<file path="config.mk">
export PLATFORM = sky130hd
export DESIGN_NAME = wheel_emulation_filter_core
export DESIGN_NICKNAME = d
export VERILOG_FILES = /design/src/rtl/wef_pkg.sv /design/src/rtl/wef_cfg.sv /design/src/rtl/wef_ctrl.sv /design/src/rtl/wef_dp.sv /design/src/rtl/wheel_emulation_filter_core.sv
export SDC_FILE = /design/constraint.sdc
export NUM_CORES = 1
export LEC_CHECK = 0
export BUFFER_PORTS_ARGS = -buffer_cell sky130_fd_sc_hd__buf_4
export CORE_MARGIN = 4
export CORE_UTILIZATION = 35
export CTS_CLUSTER_DIAMETER = 50
export DETAILED_ROUTE_END_ITERATION = 8
export MAX_ROUTING_LAYER = met4
export SYNTH_ARGS = -nofsm -noshare
export SYNTH_HDL_FRONTEND = slang
export SYNTH_HIERARCHICAL = 1
export SYNTH_SLANG_ARGS = --single-unit
</file>
<file path="constraint.sdc">
create_clock -name i_clk -period 9.8 [get_ports i_clk]
set_input_delay 0.49 -clock i_clk [delete_from_list [all_inputs] [get_ports i_clk]]
set_output_delay 0.49 -clock i_clk [all_outputs]
set_load 0.005 [all_outputs]
</file>
<file path="src/rtl/wef_pkg.sv">
// Package for the wheel emulation filter: beat types, configuration layout,
// controller states and command/status structs.
// No dependencies.
package wef_pkg;

    // Highest valid button number
    localparam logic [5:0] MAX_BUTTONS = 6'd32;

    // Divider: 17-bit dividend, one quotient bit per step
    localparam int DIV_STEPS = 17;
    localparam int CNT_W     = $clog2(DIV_STEPS);
    localparam logic [CNT_W-1:0] DIV_LAST = CNT_W'(DIV_STEPS - 1);

    // Configuration reset values
    localparam logic        RST_WHEEL_ENABLE = 1'b0;
    localparam logic [5:0]  RST_WHEEL_BUTTON = 6'd4;
    localparam logic [15:0] RST_INERTIA      = 16'd10;
    localparam logic [15:0] RST_TIMEOUT_MS   = 16'd200;
    localparam logic [5:0]  RST_X_NEG_BUTTON = 6'd0;
    localparam logic [5:0]  RST_X_POS_BUTTON = 6'd0;
    localparam logic [5:0]  RST_Y_NEG_BUTTON = 6'd4;
    localparam logic [5:0]  RST_Y_POS_BUTTON = 6'd5;

    // Event opcodes
    localparam logic OP_BUTTON = 1'b0;
    localparam logic OP_MOTION = 1'b1;

    // Configuration register indexes
    typedef enum logic [2:0] {
        CFG_WHEEL_ENABLE = 3'd0,
        CFG_WHEEL_BUTTON = 3'd1,
        CFG_INERTIA      = 3'd2,
        CFG_TIMEOUT_MS   = 3'd3,
        CFG_X_NEG_BUTTON = 3'd4,
        CFG_X_POS_BUTTON = 3'd5,
        CFG_Y_NEG_BUTTON = 3'd6,
        CFG_Y_POS_BUTTON = 3'd7
    } t_cfg_idx;

    typedef struct packed {
        logic        wheel_enable;
        logic [5:0]  wheel_button;
        logic [15:0] inertia;
        logic [15:0] timeout_ms;
        logic [5:0]  x_negative_button;
        logic [5:0]  x_positive_button;
        logic [5:0]  y_negative_button;
        logic [5:0]  y_positive_button;
    } t_cfg;

    // Input beat
    typedef struct packed {
        logic               opcode;
        logic [5:0]         event_button;
        logic               pressed;
        logic signed [15:0] delta_x;
        logic signed [15:0] delta_y;
        logic [31:0]        now_ms;
    } t_in_item;

    // Output beat
    typedef struct packed {
        logic        consumed;
        logic [5:0]  click_button;
        logic [16:0] click_count;
    } t_out_item;

    // Controller states
    typedef enum logic [2:0] {
        S_IDLE,
        S_EVAL,
        S_DIV,
        S_FIN,
        S_OUT
    } t_state;

    // Controller to datapath
    typedef struct packed {
        logic load;
        logic eval;
        logic div_step;
        logic finish;
        logic emit;
    } t_dp_cmd;

    // Datapath to controller
    typedef struct packed {
        logic travel;
    } t_dp_status;

endpackage

</file>
<file path="src/rtl/wef_cfg.sv">
// Configuration register file of the wheel emulation filter.
// Depends on wef_pkg.
module wef_cfg
    import wef_pkg::*;
(
    input  logic        i_clk,
    input  logic        i_rst_n,
    input  logic        i_cfg_valid,
    input  logic [2:0]  i_cfg_index,
    input  logic [15:0] i_cfg_data,
    output logic        o_cfg_ready,
    output t_cfg        o_cfg
);

    t_cfg r_cfg;
    t_cfg n_cfg;
    logic w_btn_ok;

    assign o_cfg_ready = 1'b1;
    assign o_cfg       = r_cfg;
    assign w_btn_ok    = (i_cfg_data[5:0] <= MAX_BUTTONS);

    // Register write decode; bad values leave the register as it was
    always_comb begin
        n_cfg = r_cfg;
        if (i_cfg_valid) begin
            unique case (i_cfg_index)
                CFG_WHEEL_ENABLE: n_cfg.wheel_enable = i_cfg_data[0];
                CFG_WHEEL_BUTTON: if (w_btn_ok) n_cfg.wheel_button = i_cfg_data[5:0];
                CFG_INERTIA:      if (i_cfg_data != '0) n_cfg.inertia = i_cfg_data;
                CFG_TIMEOUT_MS:   n_cfg.timeout_ms = i_cfg_data;
                CFG_X_NEG_BUTTON: if (w_btn_ok) n_cfg.x_negative_button = i_cfg_data[5:0];
                CFG_X_POS_BUTTON: if (w_btn_ok) n_cfg.x_positive_button = i_cfg_data[5:0];
                CFG_Y_NEG_BUTTON: if (w_btn_ok) n_cfg.y_negative_button = i_cfg_data[5:0];
                CFG_Y_POS_BUTTON: if (w_btn_ok) n_cfg.y_positive_button = i_cfg_data[5:0];
                default: n_cfg = r_cfg;
            endcase
        end
    end

    always_ff @(posedge i_clk) begin
        if (!i_rst_n) begin
            r_cfg.wheel_enable      <= RST_WHEEL_ENABLE;
            r_cfg.wheel_button      <= RST_WHEEL_BUTTON;
            r_cfg.inertia           <= RST_INERTIA;
            r_cfg.timeout_ms        <= RST_TIMEOUT_MS;
            r_cfg.x_negative_button <= RST_X_NEG_BUTTON;
            r_cfg.x_positive_button <= RST_X_POS_BUTTON;
            r_cfg.y_negative_button <= RST_Y_NEG_BUTTON;
            r_cfg.y_positive_button <= RST_Y_POS_BUTTON;
        end else begin
            r_cfg <= n_cfg;
        end
    end

    // Divider relies on a nonzero divisor
    a_inertia_nonzero: assert property (@(posedge i_clk) disable iff (!i_rst_n)
        r_cfg.inertia != '0)
        else $error("inertia register holds zero");

endmodule

</file>
<file path="src/rtl/wef_ctrl.sv">
// Controller state machine of the wheel emulation filter: sequences load,
// evaluate, divide, finish and emit; owns the handshakes.
// Depends on wef_pkg.
module wef_ctrl
    import wef_pkg::*;
(
    input  logic       i_clk,
    input  logic       i_rst_n,
    input  logic       i_in_valid,
    output logic       o_in_stall,
    output logic       o_out_valid,
    input  logic       i_out_stall,
    input  t_dp_status i_status,
    output t_dp_cmd    o_cmd
);

    t_state           r_state;
    t_state           n_state;
    logic [CNT_W-1:0] r_cnt;
    logic [CNT_W-1:0] n_cnt;
    logic             r_out_valid;
    logic             n_out_valid;

    assign o_out_valid = r_out_valid;

    // State register
    always_ff @(posedge i_clk) begin
        if (!i_rst_n) begin
            r_state     <= S_IDLE;
            r_cnt       <= '0;
            r_out_valid <= 1'b0;
        end else begin
            r_state     <= n_state;
            r_cnt       <= n_cnt;
            r_out_valid <= n_out_valid;
        end
    end

    // Next state and commands
    always_comb begin
        n_state    = r_state;
        n_cnt      = r_cnt;
        o_cmd      = '0;
        o_in_stall = 1'b1;
        unique case (r_state)
            S_IDLE: begin
                o_in_stall = 1'b0;
                if (i_in_valid) begin
                    o_cmd.load = 1'b1;
                    n_state    = S_EVAL;
                end
            end
            S_EVAL: begin
                o_cmd.eval = 1'b1;
                if (i_status.travel) begin
                    n_cnt   = '0;
                    n_state = S_DIV;
                end else begin
                    n_state = S_OUT;
                end
            end
            S_DIV: begin
                o_cmd.div_step = 1'b1;
                if (r_cnt == DIV_LAST) begin
                    n_state = S_FIN;
                end else begin
                    n_cnt = r_cnt + 1'b1;
                end
            end
            S_FIN: begin
                o_cmd.finish = 1'b1;
                n_state      = S_OUT;
            end
            S_OUT: begin
                if (!r_out_valid || !i_out_stall) begin
                    o_cmd.emit = 1'b1;
                    n_state    = S_IDLE;
                end
            end
            default: n_state = S_IDLE;
        endcase
    end

    // Output register occupancy
    always_comb begin
        n_out_valid = r_out_valid;
        if (o_cmd.emit) begin
            n_out_valid = 1'b1;
        end else if (r_out_valid && !i_out_stall) begin
            n_out_valid = 1'b0;
        end
    end

    a_accept_to_eval: assert property (@(posedge i_clk) disable iff (!i_rst_n)
        (i_in_valid && !o_in_stall) |=> (r_state == S_EVAL))
        else $error("accepted beat not followed by evaluation");

    a_div_count: assert property (@(posedge i_clk) disable iff (!i_rst_n)
        (r_state == S_DIV) |-> (r_cnt <= DIV_LAST))
        else $error("divider step count out of range");

    a_valid_from_out: assert property (@(posedge i_clk) disable iff (!i_rst_n)
        $rose(r_out_valid) |-> ($past(r_state) == S_OUT))
        else $error("result raised outside the output state");

endmodule

</file>
<file path="src/rtl/wef_dp.sv">
// Datapath of the wheel emulation filter: event evaluation, held/expiry and
// axis distance state, restoring divider, result and output registers.
// Depends on wef_pkg.
module wef_dp
    import wef_pkg::*;
(
    input  logic       i_clk,
    input  logic       i_rst_n,
    input  t_cfg       i_cfg,
    input  t_in_item   i_in_item,
    input  t_dp_cmd    i_cmd,
    output t_dp_status o_status,
    output t_out_item  o_out_item
);

    // Filter state
    logic               r_held,   n_held;
    logic [31:0]        r_expiry, n_expiry;
    logic signed [17:0] r_xdist,  n_xdist;
    logic signed [17:0] r_ydist,  n_ydist;

    // Working registers
    t_in_item    r_in;
    t_out_item   r_res, n_res;
    t_out_item   r_out;
    logic        r_axis_y;
    logic [17:0] r_d;
    logic [5:0]  r_neg_btn, r_pos_btn;
    logic [15:0] r_rem, n_rem;
    logic [16:0] r_quo, n_quo;

    // Evaluation terms
    logic [31:0] w_diff;
    logic        w_not_expired;
    logic        w_dx_nz;
    logic        w_dy_nz;
    logic [15:0] w_value;
    logic [17:0] w_dist;
    logic [17:0] w_d;
    logic [17:0] w_neg_d;
    logic [16:0] w_mag;
    logic [16:0] w_dividend;
    logic [5:0]  w_neg_btn, w_pos_btn;
    logic        w_travel;
    t_out_item   w_eval_res;
    logic        w_eval_held;
    logic [31:0] w_eval_expiry;

    // Divider and finish terms
    logic [16:0] w_trial;
    logic [16:0] w_trial_sub;
    logic        w_ge;
    logic [17:0] w_rem1;
    logic [17:0] w_rem1_neg;
    logic [17:0] w_new_d;

    assign o_out_item = r_out;

    // Timer and axis selection
    always_comb begin
        w_diff        = r_expiry - r_in.now_ms;
        w_not_expired = (w_diff != '0) && !w_diff[31];
        w_dx_nz       = (r_in.delta_x != '0);
        w_dy_nz       = (r_in.delta_y != '0);
        w_value       = w_dx_nz ? r_in.delta_x : r_in.delta_y;
        w_dist        = w_dx_nz ? r_xdist : r_ydist;
        w_neg_btn     = w_dx_nz ? i_cfg.x_negative_button : i_cfg.y_negative_button;
        w_pos_btn     = w_dx_nz ? i_cfg.x_positive_button : i_cfg.y_positive_button;
        w_d           = w_dist + {{2{w_value[15]}}, w_value};
        w_neg_d       = -w_d;
        w_mag         = w_d[17] ? w_neg_d[16:0] : w_d[16:0];
        w_dividend    = (w_mag == '0) ? '0 : (w_mag - 17'd1);
    end

    // Event decision
    always_comb begin
        w_eval_res    = '0;
        w_eval_held   = r_held;
        w_eval_expiry = r_expiry;
        w_travel      = 1'b0;
        if (i_cfg.wheel_enable) begin
            if (r_in.opcode == OP_BUTTON) begin
                if (r_in.event_button == i_cfg.wheel_button) begin
                    w_eval_res.consumed = 1'b1;
                    w_eval_held         = r_in.pressed;
                    if (r_in.pressed) begin
                        w_eval_expiry = r_in.now_ms + {16'd0, i_cfg.timeout_ms};
                    end else if (w_not_expired) begin
                        w_eval_res.click_button = r_in.event_button;
                        w_eval_res.click_count  = 17'd1;
                    end
                end
            end else if (r_held || (i_cfg.wheel_button == '0)) begin
                if ((i_cfg.wheel_button != '0) && w_not_expired) begin
                    w_eval_res.consumed = 1'b1;
                end else if (w_dx_nz || w_dy_nz) begin
                    w_eval_res.consumed = 1'b1;
                    w_travel            = (w_neg_btn != '0);
                end
            end
        end
    end

    assign o_status.travel = w_travel;

    // Restoring divide step: one quotient bit per cycle
    always_comb begin
        w_trial     = {r_rem, r_quo[16]};
        w_ge        = (w_trial >= {1'b0, i_cfg.inertia});
        w_trial_sub = w_trial - {1'b0, i_cfg.inertia};
    end

    // Remaining travel after clicks: sign of d with magnitude remainder + 1; d unchanged when no click
    always_comb begin
        w_rem1     = {2'b00, r_rem} + 18'd1;
        w_rem1_neg = -w_rem1;
        if (r_quo == '0) begin
            w_new_d = r_d;
        end else begin
            w_new_d = r_d[17] ? w_rem1_neg : w_rem1;
        end
    end

    // Next values of state and working registers
    always_comb begin
        n_held   = r_held;
        n_expiry = r_expiry;
        n_xdist  = r_xdist;
        n_ydist  = r_ydist;
        n_res    = r_res;
        n_rem    = r_rem;
        n_quo    = r_quo;
        if (i_cmd.eval) begin
            n_held   = w_eval_held;
            n_expiry = w_eval_expiry;
            n_res    = w_eval_res;
            n_rem    = '0;
            n_quo    = w_dividend;
        end
        if (i_cmd.div_step) begin
            n_rem = w_ge ? w_trial_sub[15:0] : w_trial[15:0];
            n_quo = {r_quo[15:0], w_ge};
        end
        if (i_cmd.finish) begin
            if (r_axis_y) begin
                n_ydist = w_new_d;
                if (r_quo != '0) n_xdist = '0;
            end else begin
                n_xdist = w_new_d;
                if (r_quo != '0) n_ydist = '0;
            end
            if (r_quo != '0) begin
                n_res.click_count  = r_quo;
                n_res.click_button = r_d[17] ? r_neg_btn : r_pos_btn;
            end
        end
    end

    // Filter state registers
    always_ff @(posedge i_clk) begin
        if (!i_rst_n) begin
            r_held   <= 1'b0;
            r_expiry <= '0;
            r_xdist  <= '0;
            r_ydist  <= '0;
        end else begin
            r_held   <= n_held;
            r_expiry <= n_expiry;
            r_xdist  <= n_xdist;
            r_ydist  <= n_ydist;
        end
    end

    // Payload registers
    always_ff @(posedge i_clk) begin
        r_res <= n_res;
        r_rem <= n_rem;
        r_quo <= n_quo;
        if (i_cmd.load) begin
            r_in <= i_in_item;
        end
        if (i_cmd.eval) begin
            r_axis_y  <= !w_dx_nz;
            r_d       <= w_d;
            r_neg_btn <= w_neg_btn;
            r_pos_btn <= w_pos_btn;
        end
        if (i_cmd.emit) begin
            r_out <= r_res;
        end
    end

    a_no_click_no_button: assert property (@(posedge i_clk) disable iff (!i_rst_n)
        i_cmd.emit |=> (r_out.click_count != '0 || r_out.click_button == '0))
        else $error("button reported without clicks");

    a_clicks_consumed: assert property (@(posedge i_clk) disable iff (!i_rst_n)
        i_cmd.emit |=> (r_out.consumed || r_out.click_count == '0))
        else $error("clicks reported on an event passed on");

endmodule

</file>
<file path="src/rtl/wheel_emulation_filter_core.sv">
// Wheel emulation filter: turns pointer button and motion events into
// emulated wheel clicks.
// Usage:
//   Input channel (i_in_valid / o_in_stall, payload i_in_item) carries one
//   event beat: opcode, button, press flag, dx, dy and the millisecond time.
//   Output channel (o_out_valid / i_out_stall, payload o_out_item) returns
//   exactly one beat per event: consumed flag, click button, click count.
//   Configuration channel (i_cfg_valid / o_cfg_ready, i_cfg_index,
//   i_cfg_data) writes the eight registers; write only while idle.
// Timing:
//   Button events and motion that needs no travel go from evaluation
//   straight to output. Motion on an axis with a nonzero negative button
//   runs the distance through a 17-step restoring divider by inertia, then
//   a finish step. One event is in work at a time; no new event is taken
//   until the current one has been emitted.
// Stall and reset:
//   A finished beat waits in the output register while the receiver
//   stalls; the next event may be taken meanwhile but is not emitted until
//   that beat leaves. Synchronous reset clears the held flag, the expiry
//   time, both distances and the output valid, and loads the register
//   defaults.
// Depends on wef_pkg, wef_cfg, wef_ctrl, wef_dp.
module wheel_emulation_filter_core
    import wef_pkg::*;
(
    input  logic        i_clk,
    input  logic        i_rst_n,
    input  logic        i_in_valid,
    output logic        o_in_stall,
    input  t_in_item    i_in_item,
    output logic        o_out_valid,
    input  logic        i_out_stall,
    output t_out_item   o_out_item,
    input  logic        i_cfg_valid,
    output logic        o_cfg_ready,
    input  logic [2:0]  i_cfg_index,
    input  logic [15:0] i_cfg_data
);

    t_cfg       w_cfg;
    t_dp_cmd    w_cmd;
    t_dp_status w_status;
    logic       w_cfg_wr;

    assign w_cfg_wr = i_cfg_valid && o_cfg_ready;

    // Register file
    wef_cfg u_cfg (
        .i_clk       (i_clk),
        .i_rst_n     (i_rst_n),
        .i_cfg_valid (w_cfg_wr),
        .i_cfg_index (i_cfg_index),
        .i_cfg_data  (i_cfg_data),
        .o_cfg_ready (o_cfg_ready),
        .o_cfg       (w_cfg)
    );

    // Sequencer
    wef_ctrl u_ctrl (
        .i_clk       (i_clk),
        .i_rst_n     (i_rst_n),
        .i_in_valid  (i_in_valid),
        .o_in_stall  (o_in_stall),
        .o_out_valid (o_out_valid),
        .i_out_stall (i_out_stall),
        .i_status    (w_status),
        .o_cmd       (w_cmd)
    );

    // Datapath
    wef_dp u_dp (
        .i_clk      (i_clk),
        .i_rst_n    (i_rst_n),
        .i_cfg      (w_cfg),
        .i_in_item  (i_in_item),
        .i_cmd      (w_cmd),
        .o_status   (w_status),
        .o_out_item (o_out_item)
    );

endmodule
</file>
=== Yosys cells after proc, flatten, opt, wreduce, memory -nomap -nowiden ===
Cells that the tools add are included.

* Input port bits: 96
* Memories kept: 0
* Memory bits (read-only): 0
* Flip-flop bits (word level): 325
* Output and inout bits: 27
* Bits in latches: 0
* Bits in writable memories: 0

* Bitwise logic cells: 1
* Add/subtract/negate cells: 9
* Divide/modulo/power cells: 0
* $lt $le $gt $ge: 2
* Multiplexer cells: 52
* Shift-type cells: 0
* Eq/ne operators: 19
* Multipliers: 0
* Reductions and logical operators: 40

{| class="wikitable"
|+ Operators with widths
! kind !! count
|-
| $mux W23 || 7
|-
| $mux W18 || 6
|-
| $mux W17 || 4
|-
| $mux W16 || 4
|-
| $reduce_bool A16 Y1 || 3
|-
| $logic_not A17 Y1 || 2
|-
| $add A32 B16 Y32 || 1
|-
| $reduce_bool A32 Y1 || 1
|-
| $sub A32 B32 Y32 || 1
|-
| $mux W24 || 1
|-
| $reduce_and A3 Y1 || 8
|-
| $mux W1 || 19
|-
| $add A18 B18 Y18 || 1
|-
| $mux W6 || 3
|-
| $neg A18 Y18 || 1
|-
| $add A16 B1 Y17 const B || 1
|-
| $ge A17 B16 Y1 || 1
|-
| $neg A17 Y17 || 1
|-
| $reduce_bool A17 Y1 || 1
|-
| $sub A17 B1 Y17 const B || 1
|-
| $sub A16 B16 Y16 || 1
|-
| $eq A3 B3 Y1 const B || 5
|-
| $pmux W3 S5 || 1
|-
| $eq A3 B2 Y1 const B || 4
|-
| 21 further kinds || 45
|}

=== Depth between registers and ports, before layout ===
* Depth after elaboration: 11
* Gate-level depth with buffers: 24
* Depth with buffers taken out: 19

=== Cells and area by module ===
The synthesis kept the hierarchy.

{| class="wikitable"
|+ By module, submodules not included
! module !! cells an instance !! seq. area each (um2) !! instances !! area each (um2)
|-
| wef_dp || 1739 || 6676.4 || 1 || 16166.8
|-
| wef_cfg || 279 || 1261.2 || 1 || 2523.7
|-
| wef_ctrl || 68 || 180.2 || 1 || 576.8
|-
| wheel_emulation_filter_core || 1 || 0.0 || 1 || 6.3
|}

=== Worst setup path before layout ===
No wires, ideal clock.

* Path kind: reg-to-reg
* Start: register u_dp/r_in[63] (netlist name)
* End: register u_dp.r_quo[10], data pin
* Setup slack: 4.171 ns
* Library setup time: 0.267 ns
* Cell stages (with the launch flop): 22
* Buffers on the path: 4
* Arrival: 5.361 ns
* Cell sequence: edfxtp_1 nor4_1 and4_1 clkbuf_1 buf_1 mux2_2 ha_1 fa_1 xnor2_2 inv_2 nor3_2 o221ai_1 or3_1 or3_1 buf_6 nor2_4 a21oi_2 nor2_2 a22oi_4 nor4_4 buf_6 o31ai_1

* Word-level cells in the longest chain between the ends: 9
* Elaborated cells between the ends (all ways): 11
* Classes of those cells: add/sub: 3; mux: 6; reduce/logical: 2

{| class="wikitable"
|+ Ends and longest elaborated chain
! item !! RTL line !! text
|-
| start, declared || wef_dp.sv:23 || <nowiki>t_in_item r_in;</nowiki>
|-
| start signal, assigned || wef_dp.sv:180 || <nowiki>r_in <= i_in_item;</nowiki>
|-
| $reduce_bool A16 Y1 (*) || wef_dp.sv:63 || <nowiki>w_dx_nz = (r_in.delta_x != '0);</nowiki>
|-
| $mux W18 or $mux W16 (tied branches) || wef_dp.sv:66, wef_dp.sv:65 ||
|-
| $add A18 B18 Y18 (*) || wef_dp.sv:69 || <nowiki>w_d = w_dist + {{2{w_value[15]}}, w_value};</nowiki>
|-
| net u_dp.w_d[2] || wef_dp.sv:39 || <nowiki>logic [17:0] w_d;</nowiki>
|-
| $neg A17 Y17 || wef_dp.sv:70 || <nowiki>w_neg_d = -w_d;</nowiki>
|-
| $mux W17 (*) || wef_dp.sv:71 || <nowiki>w_mag = w_d[17] ? w_neg_d[16:0] : w_d[16:0];</nowiki>
|-
| $sub A17 B1 Y17 or $logic_not A17 Y1 (tied branches) || wef_dp.sv:72 || <nowiki>w_dividend = (w_mag == '0) ? '0 : (w_mag - 17'd1);</nowiki>
|-
| $mux W17 (*) || wef_dp.sv:72 ||
|-
| $mux W17 (*) || wef_dp.sv:133 || <nowiki>if (i_cmd.eval) begin</nowiki>
|-
| $mux W17 (*) || wef_dp.sv:140 || <nowiki>if (i_cmd.div_step) begin</nowiki>
|-
| net u_dp.n_quo[10] || wef_dp.sv:30 || <nowiki>logic [16:0] r_quo, n_quo;</nowiki>
|-
| end signal, assigned || wef_dp.sv:178 || <nowiki>r_quo <= n_quo;</nowiki>
|-
| end, declared || wef_dp.sv:30 ||
|}

The timed path passes the listed nets; every way through them passes the cells marked *. The select of a mux whose other input is x is not followed.
A chain may end at the register's enable or synchronous reset.

=== Worst setup path after layout ===
* Start: register u_dp/r_in[59] (netlist name)
* End: register u_dp.r_quo[11], data pin

* Word-level cells in the longest chain between the ends: 9
* Elaborated cells between the ends (all ways): 11
* Classes of those cells: add/sub: 3; mux: 6; reduce/logical: 2

{| class="wikitable"
|+ Ends and longest elaborated chain
! item !! RTL line
|-
| $reduce_bool A16 Y1 || wef_dp.sv:63
|-
| $mux W18 or $mux W16 (tied branches) || wef_dp.sv:66, wef_dp.sv:65
|-
| $add A18 B18 Y18 (*) || wef_dp.sv:69
|-
| $neg A17 Y17 || wef_dp.sv:70
|-
| $mux W17 (*) || wef_dp.sv:71
|-
| $sub A17 B1 Y17 or $logic_not A17 Y1 (tied branches) || wef_dp.sv:72
|-
| $mux W17 (*) || wef_dp.sv:72
|-
| $mux W17 (*) || wef_dp.sv:133
|-
| $mux W17 (*) || wef_dp.sv:140
|-
| net u_dp.n_quo[11] || wef_dp.sv:30
|}

Marked as above.

==> qor.txt <==
Nets = 2357
CP max FO = 47
Slew @ Worst Pin = 1.20 ns
Worst Hold Depth = 1
Post-CTS setup repair buffer count = 0
Yosys Warn Count = 6
Top-area cell type share of the netlist area = 0.251
Hold buffers post-CTS = 0
EDFF count, synth = 161
Synth top area cells = edfxtp_1 (25%), dfxtp_1 (17%), ha_1 (5.5%), nand2_1 (4.9%), xnor2_1 (3.7%)
Primary FF master, synth = dfxtp_1
ANT nets after route = 0
Kind of critical path = flop to flop
Die extent in y = 243 µm
Top Family by Delay on Critical Path = simple AND/OR/NAND/NOR gates
Initial antenna violation count = 0
# rows = 85
Maximum buffer depth of the clock tree = 3
Clock skew = 0.0263 ns
Number of global-route vias before repair = 15.7k
Total clock sinks = 325
Clock slew at reported path FFs = 0.06 ns
Global route total overflow = 0
Dpl hpwl = 39400 µm
Leakage = 0.00869 µW
Buf+Inv Stages, Crit Path = 1
First-pass GRT wire length = 85100 µm
Die Wd = 243 µm
Cells after synthesis = 2087
Final hold vios = 0
Fillers = 5253
Worst-Skew Late Latency = 0.57 ns
Required @ worst endpoint = 10.10 ns
Largest net degree at the start of global routing = 107
Clk root buf = clkbuf_16
Area grow syn2layout = 15.8%
Core area = 54100 µm²
CP max-delay cell = and4_2
Final setup violation count = 0
Ant. Diodes = 0
Largest area contributor in the synthesized netlist = edfxtp_1
Max Freq = 0.141 GHz
Worst Setup Start Kind = flop
Sequential share of power = 0.420
GRT Overall Usage = 0.180
Initial DRC count = 1262
CP max stage delay = 1.05 ns
Final Slew Violations = 0
Internal = 2720 µW
Fin crit share = 0.724
I/O pins = 123
Crit-path cells = nor4_1 > and4_2 > mux2_2 > ha_1 > a211oi_2 > o2111ai_1 > nand3_1 > o21ai_1 > nand3b_1 > nand2_1 > clkinv_2 > a21oi_1 > ha_1 > nand3_1 > o21bai_1 > nor4_4 > or2_1 > a22oi_1
Total Wirelength = 53400 µm
Combinational share of power = 0.117
Fin crit period = 7.09 ns
MaxCap Viol Count = 0
Worst hold start = i_in_item[68]
Worst setup EP type = flop
PwrDens = 165 nW/µm²
Yosys reg bits = 325
R2R setup slack = 2.71 ns
Sw Share = 0.262
Worst Hold Class = input pin to flop
H-tree Lvls = 2
DIE AREA = 58900 µm²
Via count = 15.7k
CTS tree = yes
Worst Hold Path EP = u_dp/r_in[68]
Final hold slack = 0.0917 ns
WP data arrival = 7.39 ns
FF-to-FF Start = u_dp/r_in[59]
Synth async-reset ratio = 0
DRC errors left = 0
Clk pwr share = 0.463
Avg Cell Area, Syn = 9.24 µm²
Port Buffers = 121
Post-cts gate resize count = 0
Unrepaired setup endpoints after global routing = no
Status = finished clean
Vias per inst = 5.42
WL/cell = 18.4 µm
Psw = 967 µW
Syn Nets = 2272
Sequential area share after synthesis = 0.421
First-pass DRT Iterations = 5
Worst r2r dst = u_dp/r_quo[11]
Synth cell types = 102
Max-slew headroom = 0.199
Share of cells above drive strength 1 = 0.135
Routability congestion estimate = 0.916
Setup TNS = 0 ns
CTS Buf Count = 45
R2R cell count = 18
Worst vdd ir = 0.000149 V
Initial Util = 0.356
Synthesized cell area = 19300 µm²
worst max path at each step:
stage,from,to,slack [ns],cells after the start
floorplan,u_dp/r_in[63],u_dp/r_quo[10],4.17,21
global placement,u_dp/r_in[59],u_dp/r_quo[11],3.01,18
detailed placement,u_dp/r_in[59],u_dp/r_quo[11],2.81,18
CTS,u_dp/r_in[59],u_dp/r_quo[11],2.78,18
global route,u_dp/r_in[63],u_dp/r_quo[11],2.09,18
finish,u_dp/r_in[59],u_dp/r_quo[11],2.71,18
routing by layer:
metal / GRT usage / wire [µm]
met1: 0.220 / 23500
met2: 0.313 / 26500
met3: 0.0260 / 2050
met4: 0.0514 / 1270
met5: - / 0
cells by family after synthesis:
group	count (synthesis)	synth area share
buffers and inverters	190	0.0410
adders and majority gates	89	0.0593
and+or+nand+nor	795	0.206
xor gates and xnor gates	116	0.0535
muxes	93	0.0506
other	1	0.000195
AOI/OAI and AO/OA	478	0.169
DFF	325	0.421
power by group through the flow:
stage | Combinational [µW] | Sequential (µW) | Clock, µW
after floorplan | 302 | 1550 | 0
after global placement | 424 | 1570 | 0
after detailed placement | 429 | 1580 | 0
after CTS | 432 | 1550 | 1750
after global routing | 476 | 1550 | 1810
final | 431 | 1550 | 1710
stage by stage:
step	setup slack [ns]	cell area [µm²]	power [µW]	cells	utilization
finish	2.71	22300	3690	2905	0.412
global route	2.09	22300	3840	2905	0.412
CTS	2.78	22300	3730	2905	0.412
detailed placement	2.81	20700	2000	2821	0.383
global placement	3.01	20700	2000	2821	0.383
floorplan	4.17	19300	1850	2087	-
registers in the layout (all words and copies together), names as in the netlist:
signal	count
u_dp/r_d	18
u_cfg/o_cfg	63
u_ctrl/r_state	3
u_dp/r_held	1
u_dp/r_res	24
u_dp/r_expiry	32
u_dp/r_xdist	18
u_dp/r_rem	16
u_ctrl/o_out_valid	1
u_dp/r_pos_btn	6
u_dp/r_quo	17
u_dp/r_axis_y	1
u_dp/r_ydist	18
u_dp/o_out_item	24
u_ctrl/r_cnt	5
u_dp/r_neg_btn	6
u_dp/r_in	72
synth_stat cells, drive strengths merged, types with 7 or more instances:
cell type,count
a211oi,25
a21boi,17
a21o,42
a21oi,116
a22oi,7
a31oi,37
and2,14
and3,29
and4,9
buf,25
clkbuf,66
dfxtp,164
edfxtp,161
ha,85
inv,96
mux2,35
mux2i,58
nand2,252
nand2b,18
nand3,73
nand3b,8
nand4,25
nor2,183
nor2b,42
nor3,36
nor3b,12
nor4,32
o211ai,8
o21a,16
o21ai,92
o21bai,11
o221ai,7
o22ai,7
o31ai,26
or2,8
or3,19
or4,11
xnor2,84
xor2,32
placed cells by master, fill, tap and decap left out, types with 9 or more instances in the layout:
cell / n
nor3_1: 33
nor2b_1: 42
inv_1: 94
or3_1: 19
o21ai_0: 78
a21oi_1: 113
nor4_1: 29
nor2_1: 179
o21ai_1: 13
buf_4: 131
nand2b_1: 18
a211oi_1: 23
a21boi_0: 17
nand3_1: 71
a31oi_1: 35
or4_1: 10
ha_1: 85
and3_1: 28
nand4_1: 24
edfxtp_1: 161
and2_1: 14
clkbuf_16: 48
xnor2_1: 82
a21o_1: 42
nand2_1: 252
o21a_1: 16
o31ai_1: 25
o21bai_1: 11
clkbuf_1: 9
mux2i_1: 58
xor2_1: 32
dfxtp_1: 164
nor3b_1: 9
mux2_2: 35
final cells by class:
class / count / area [µm²] / area share
Tap cell: 696 / 871 / 0.0390
Multi-Input combinational cell: 1572 / 10400 / 0.466
Clock buffer: 58 / 1250 / 0.0560
Clock inverter: 26 / 325 / 0.0146
Timing Repair Buffer: 131 / 983 / 0.0441
Sequential cell: 325 / 8120 / 0.364
Inverter: 97 / 365 / 0.0164
No activity file was read; power rests on OpenSTA's default activity.
